### src/sv/rss_pkg.sv
// Package for the record stack sorter: request/result structs, codes, sizes.
// No dependencies.
package rss_pkg;
	localparam int DEFAULT_DEPTH = 16;
	localparam int REC_W = 3 * (64 + 64 + 32) + 8;

	localparam logic [1:0] REQ_PUSH = 2'd0;
	localparam logic [1:0] REQ_POP = 2'd1;
	localparam logic [1:0] REQ_SORT_NAME = 2'd2;
	localparam logic [1:0] REQ_SORT_AGE = 2'd3;

	localparam logic [1:0] ST_OK = 2'd0;
	localparam logic [1:0] ST_FULL = 2'd1;
	localparam logic [1:0] ST_EMPTY_POP = 2'd2;
	localparam logic [1:0] ST_EMPTY = 2'd3;

	typedef struct packed {
		logic [1:0] req_type;
		logic [63:0] name_head;
		logic [63:0] name_middle;
		logic [31:0] name_tail;
		logic [63:0] surname_head;
		logic [63:0] surname_middle;
		logic [31:0] surname_tail;
		logic [63:0] work_head;
		logic [63:0] work_middle;
		logic [31:0] work_tail;
		logic [7:0] age_value;
	} req_t;

	typedef struct packed {
		logic [63:0] out_name_head;
		logic [63:0] out_name_middle;
		logic [31:0] out_name_tail;
		logic [63:0] out_surname_head;
		logic [63:0] out_surname_middle;
		logic [31:0] out_surname_tail;
		logic [63:0] out_work_head;
		logic [63:0] out_work_middle;
		logic [31:0] out_work_tail;
		logic [7:0] out_age;
		logic [1:0] status;
		logic last_entry;
	} rsp_t;
endpackage

### src/sv/rss_cmp.sv
// Shared key comparator: a > b on 20-byte name (C string order) or age.
// Depends on rss_pkg.
module rss_cmp import rss_pkg::*; (
	input logic [REC_W-1:0] a,
	input logic [REC_W-1:0] b,
	input logic by_age,
	output logic greater
);
	logic [159:0] na, nb;
	logic gt, done;
	always_comb begin
		na = a[REC_W-1 -: 160];
		nb = b[REC_W-1 -: 160];
		gt = 1'b0;
		done = 1'b0;
		for (int k = 0; k < 20; k++) begin
			if (!done) begin
				if (na[159-8*k -: 8] != nb[159-8*k -: 8]) begin
					gt = na[159-8*k -: 8] > nb[159-8*k -: 8];
					done = 1'b1;
				end else if (na[159-8*k -: 8] == 8'd0) begin
					done = 1'b1;
				end
			end
		end
		greater = by_age ? (a[7:0] > b[7:0]) : gt;
	end
endmodule
### config.mk
export PLATFORM = sky130hd
export DESIGN_NAME = rss_cmp
export DESIGN_NICKNAME = d
export VERILOG_FILES = /design/src/sv/rss_pkg.sv /design/src/sv/rss_cmp.sv
export SDC_FILE = /design/constraint.sdc
export NUM_CORES = 1
export LEC_CHECK = 0
export ABC_AREA = 0
export BUFFER_PORTS_ARGS = -buffer_cell sky130_fd_sc_hd__buf_2
export CAP_MARGIN = 20
export CORE_AREA = 2 2 380 382
export DETAILED_ROUTE_END_ITERATION = 8
export DIE_AREA = 0 0 382 384
export SLEW_MARGIN = 15
export SYNTH_ARGS = -nofsm -noshare
export SYNTH_HDL_FRONTEND = slang
export SYNTH_SLANG_ARGS = --single-unit
### constraint.sdc
create_clock -name vclk -period 4.9
set_clock_uncertainty 0.1 [all_clocks]
set_input_delay 0.735 -clock vclk [all_inputs]
set_output_delay 0.735 -clock vclk [all_outputs]
set_load 0.01 [all_outputs]
==> impl_metrics.csv, run 1 <==
group,metric,value,unit
synth,yosysTopAreaCell,"ha_1",
run,cap_violations,0,
setup_path,crit_path_start_kind,"input pin",
setup_path,slowest_delay,520,ps
routing,firstDrtPassIters,6,
power,irDropWorstVdd,26.62,uV
floorplanning,core-area,0.1428,mm2
setup_path,crit_start,"b[471]",
synth,synth_nets,1853,
timing,hold_violations,0,
setup_path,critPathArrivalTime,3850,ps
timing,post-route-period-util,95.55,%
synth,syn_avg_cell_area,6.961,um2
floorplanning,pin_count,978,
routing,num_vias,6990,
setup_path,cp_max_fo,3,
run_status,status,"complete, no violations",
final_layout,fin_util,6.459,%
final_layout,syn_to_final_growth,87.13,%
global_routing,grt_use_met2,10.49,%
final_layout,num-fill-cells,16913,
timing,relSlewSlack,62.46,%
global_routing,grt_start_max_net_pins,6,
synth,syn_area,0.004928,mm2
timing,hold_slack,1775,ps
timing,rsz0062_at_grt,"false",
final_layout,nets,2209,
synth,muxShareOfSynthArea,0,%
floorplanning,num_rows,139,
setup_path,worst_path_max_delay_cell,"or4_4",
timing,setup_viol,0,
synth,yosys.area_share.adder,42.65,%
routing,drc,0,
power,power,0.5422,mW
setup_path,cp.required,4070,ps
floorplanning,initial_core_util,3.452,%
synth,synth.most_common_cell,"inv_1",
min_path,hp-class,"in -> out",
final_layout,seq_cells,0,
synth,synth-xor-area-share,0,%
synth,synth_top_family_by_area,"adder cells",
final_layout,regArea,0,um2
final_layout,clock_buffers,0,
placed_design,place_inst,2964,
setup_path,crit_type,"in -> out",
timing,setup_tns,0,ps
global_routing,grt_pass1_wl,65960,um
min_path,hp-start,"by_age",
floorplanning,die_h,384,um
global_routing,grt_most_used_layer,"met2",
synth,ys_seq_area_share,0,%
synth,synth_top_cell_area_share,42.65,%
floorplanning,die_w,382,um
timing,maxSlewViolCount,0,
placed_design,port_buffers,338,
synth,ys_warn_count,0,
synth,synth_area_leaders,"ha_1 43%, inv_1 13%, nor4_1 5.5%, a21oi_1 4.7%, nand4_1 4.4%",
routing,ant_nets,0,
routing,via_per_inst,2.332,
setup_path,critPathTopFamily,"simple AND/OR/NAND/NOR gates",
routing,drt_wl_total,53340,um
timing,worst_pin_slew,557.9,ps
setup_path,crit_chain,"buf_2 > inv_1 > ha_1 > nand4_1 > a211oi_2 > nand4_2 > or2_4 > or4_4 > or4b_1 > buf_4 > o41ai_2 > a31oi_1 > buf_4",
routing,drt_iter0_drc,151,
setup_path,crit_top_cell,"buf_4",
synth,yosysUniqueCellTypes,46,
global_routing,grt.total_usage,6.979,%
synth,synthCells,708,
setup_path,path_buf_inv,4,
power,p_leak,4.281,nW
routing,routedWlPerCell,17.79,um
global_routing,met3_usage,4.887,%
global_routing,first_global_vias,7085,
placed_design,dp_hpwl,52450,um
synth,synthSimpleGateAreaFrac,23.91,%
synth,ys_top_cells_by_count,"172 x inv_1, 168 x ha_1, 46 x a21oi_1",
timing,min_period,4682,ps
global_routing,overflow,0,
synth,synth_compound_area_share,20.34,%
power,p_per_area,58.79,mW/mm2
floorplanning,die_area,0.1467,mm2
final_layout,stdcell_count,2998,
setup_path,cp-end-kind,"output pin",
global_routing,use_met1,7.843,%
placed_design,gp_congestion,0.9364,
global_routing,grt_antenna_before_repair,151,
final_layout,drive_gt1_share,34.46,%
timing,max_freq,213.6,MHz
clock_tree,cts_hold_buf,0,
## per-layer routing
layer,part of all wire [%],vias to the layer above
li1,-,3303
met1,39,2944
met2,40,499
met3,17,180
met4,4.1,64
met5,0.74,-
## kinds of logic (layout without fill, tap and decap cells)
logic type / count (synthesis) / count (layout)
AOI/OAI and AO/OA: 159 / 159
adders and majority gates: 168 / 168
buffers and inverters: 172 / 526
other: 0 / 33
and+or+nand+nor: 209 / 209
## where the power goes
| group | switching [mW] | internal (mW) |
|---|---|---|
| logic | 0.285 | 0.257 |
| clock network | 0 | 0.000000866 |
| registers | 0 | 0 |
## placed cells by master, fill, tap and decap left out, types with 22 or more instances in the layout
| cell type | count |
|---|---|
| ha_1 | 168 |
| o21ai_0 | 43 |
| nor2_1 | 29 |
| buf_2 | 337 |
| inv_1 | 172 |
| nand4_1 | 35 |
| a21o_1 | 22 |
| nor4_1 | 43 |
| nand2_1 | 29 |
| a21oi_1 | 46 |
| diode_2 | 33 |
## final cells by class
| class | instances | area (um2) | share of cell area (%) |
|---|---|---|---|
| Antenna cell | 33 | 82.58 | 0.8954 |
| Inverter | 172 | 645.6 | 7.000 |
| Tap cell | 1903 | 2381 | 25.82 |
| Timing Repair Buffer | 354 | 1814 | 19.67 |
| Multi-Input combinational cell | 536 | 4299 | 46.62 |
## through the flow
| step | setup WS, ps | instance area (um2) |
|---|---|---|
| after floorplan | 805.5 | 4928 |
| after global placement | -110.7 | 9114 |
| after detailed placement | -132.5 | 9114 |
| after CTS | 10.99 | 9119 |
| after global routing | 0.9037 | 9185 |
| final | 218.0 | 9223 |
## repair_timing
action                     in CTS  in global routing
gates cloned                    0                  0
pin swaps                       1                  3
gates resized for setup         1                  4
setup buffers                   0                  1
setup endpoints to repair       1                  1
## path summary, 6_finish.rpt
kind	endpoint	slack (ps)	cells past startpoint
hold / removal	greater	1780	5
setup / recovery	greater	220	13
Power figures use the tool's default switching activity.
==> run 2: changes to the inputs <==
- ABC_AREA: 0 -> 1
- CORE_AREA: 2 2 380 382 -> 2 2 379 381
- DIE_AREA: 0 0 382 384 -> 0 0 381 383
==> run 2 against run 1 <==
Against the previous run:
- fmax is 1.8% higher
- setup slack improved by 85 ps
- count of clock-buffer cells in the layout unchanged
- largest power group unchanged
- sequential share of layout area unchanged
- combinational power is 1% lower
- power down 1.6%
- largest cell class unchanged
- via count increased by 5.3%
- synthesized cell count is 23% higher
- wire length fell by 10%
==> impl_metrics.csv, run 2 <==
group,metric,value,unit
timing,post-route-period-util,93.82,%
floorplanning,initial_core_util,3.725,%
timing,relSlewSlack,63.67,%
synth,synthCells,870,
routing,ant_nets,0,
floorplanning,pin_count,978,
final_layout,syn_to_final_growth,85.43,%
placed_design,dpl_cell_area,0.009492,mm2
final_layout,regArea,0,um2
synth,ys_warn_count,0,
setup_path,cp_max_fo,4,
routing,via_per_inst,2.310,
synth,yosysTopAreaCell,"ha_1",
power,p_per_area,54.32,mW/mm2
clock_tree,cts_hold_buf,0,
min_path,hp-class,"in -> out",
synth,synth.most_common_cell,"inv_1",
synth,synth_nets,2015,
final_layout,num-fill-cells,17037,
global_routing,overflow,0,
final_layout,seq_cells,0,
setup_path,crit_top_cell,"nor2_4",
setup_path,crit_path_start_kind,"input pin",
synth,synth_top_cell_area_share,39.67,%
timing,worst_pin_slew,541.6,ps
timing,hold_violations,0,
setup_path,path_buf_inv,5,
final_layout,final_common_cell,"buf_2",
placed_design,port_buffers,338,
placed_design,gp_congestion,0.8613,
final_layout,fin_util,6.907,%
power,p_leak,4.700,nW
routing,num_vias,7361,
floorplanning,die_h,383,um
synth,ys_seq_area_share,0,%
synth,yosysUniqueCellTypes,31,
floorplanning,core-area,0.1423,mm2
synth,ys_top_cells_by_count,"229 x inv_1, 168 x ha_1, 152 x nand2_1",
final_layout,clock_buffers,0,
global_routing,grt_antenna_before_repair,151,
setup_path,worst_path_max_delay_cell,"ha_4",
setup_path,crit_type,"in -> out",
floorplanning,die_area,0.1459,mm2
synth,synth_area_leaders,"ha_1 40%, inv_1 16%, nand2_1 11%, a21oi_1 6.8%, nor2_1 5.6%",
routing,firstDrtPassIters,4,
final_layout,fin_area,0.009826,mm2
floorplanning,num_rows,139,
floorplanning,die_w,381,um
run_status,status,"complete, no violations",
run,cap_violations,0,
final_layout,multi_input_area,0.004581,mm2
timing,max_freq,217.5,MHz
routing,drc,0,
global_routing,first_global_vias,7017,
routing,drt_wl_total,48030,um
global_routing,grt_start_max_net_pins,6,
setup_path,critPathArrivalTime,3760,ps
placed_design,dp_hpwl,47030,um
global_routing,grt_pass1_wl,60210,um
setup_path,slowest_delay,270,ps
final_layout,drive_gt1_share,33.80,%
routing,drt_iter0_drc,184,
setup_path,cp-end-kind,"output pin",
final_layout,nets,2369,
global_routing,grt.total_usage,6.311,%
setup_path,cp.required,4070,ps
routing,routedWlPerCell,15.08,um
synth,syn_avg_cell_area,6.091,um2
timing,setup_viol,0,
timing,maxSlewViolCount,0,
setup_path,critPathTopFamily,"simple AND/OR/NAND/NOR gates",
final_layout,layout_common_cells,"338 x buf_2, 229 x inv_1, 161 x ha_1",
synth,syn_area,0.005299,mm2
power,irDropWorstVdd,26.92,uV
timing,min_period,4597,ps
==> run 2: changes by cell type in the layout (fill, tap and decap cells not counted), moves of 19 or more <==
cell	previous run	this run
diode_2	33	61
a21oi_1	46	72
nor2_1	29	70
inv_1	172	229
o21ai_0	43	16
a21o_1	22	0
nand2_1	29	147
nor2b_1	19	0
==> run 2: metrics by stage <==
stage,instances,hold WS (ps),TNS (ps),total power [mW],worst slack [ps]
detailed placement,3122,1715,0,0.5289,44.25
CTS,3122,1717,0,0.5318,28.83
global route,3136,1754,-0.3717,0.6232,-0.3717
floorplan,870,1509,0,0.2750,1127
global placement,3122,1708,0,0.5153,85.66
finish,3186,1708,0,0.5338,302.6
==> run 2: worst paths after layout <==
kind                      end  cells after the start  slack, ps  startpoint
worst max-delay path  greater                     26        300      b[485]
worst min-delay path  greater                      5       1710      by_age
==> run 2: cell type report <==
type / instances / area share [%]
tap: 1903 / 24.23
antenna: 61 / 1.554
multi-input combinational: 633 / 46.62
inverter: 237 / 9.054
timing repair buffer: 352 / 18.54
==> run 2: where the power goes <==
| group | switching [mW] | total [mW] | internal (mW) |
|---|---|---|---|
| clock | 0 | 0.00000171 | 0.00000171 |
| combinational | 0.282 | 0.534 | 0.252 |
| sequential | 0 | 0 | 0 |
| total | 0.282 | 0.534 | 0.252 |
==> run 2: kinds of logic after synthesis <==
group	after synthesis	share of synthesized area, %
buffers and inverters	237	16.79
AO/OA/AOI/OAI	123	13.48
adder cells (fa/ha/maj)	168	39.67
AND/OR/NAND/NOR	342	30.06
==> run 2: worst min-delay path, delay by kind of cell <==
family | cells | cell delay (ps)
buf+inv | 3 | 250
simple gates | 2 | 90
==> run 2: per-layer routing <==
layer	GRT usage, %	up-vias	wire, um
li1	-	3633	-
met4	0.1318	60	617
met5	0	-	358
met2	8.646	465	17030
met3	5.117	124	9900
met1	7.943	3079	20120
==> run 2: what timing repair did <==
| action | CTS | global route |
|---|---|---|
| resized for setup | 0 | 31 |
| hold endpoints to repair | 0 | 0 |
| endpoints found under the setup margin | 0 | 1 |
| buffers inserted | 0 | 4 |
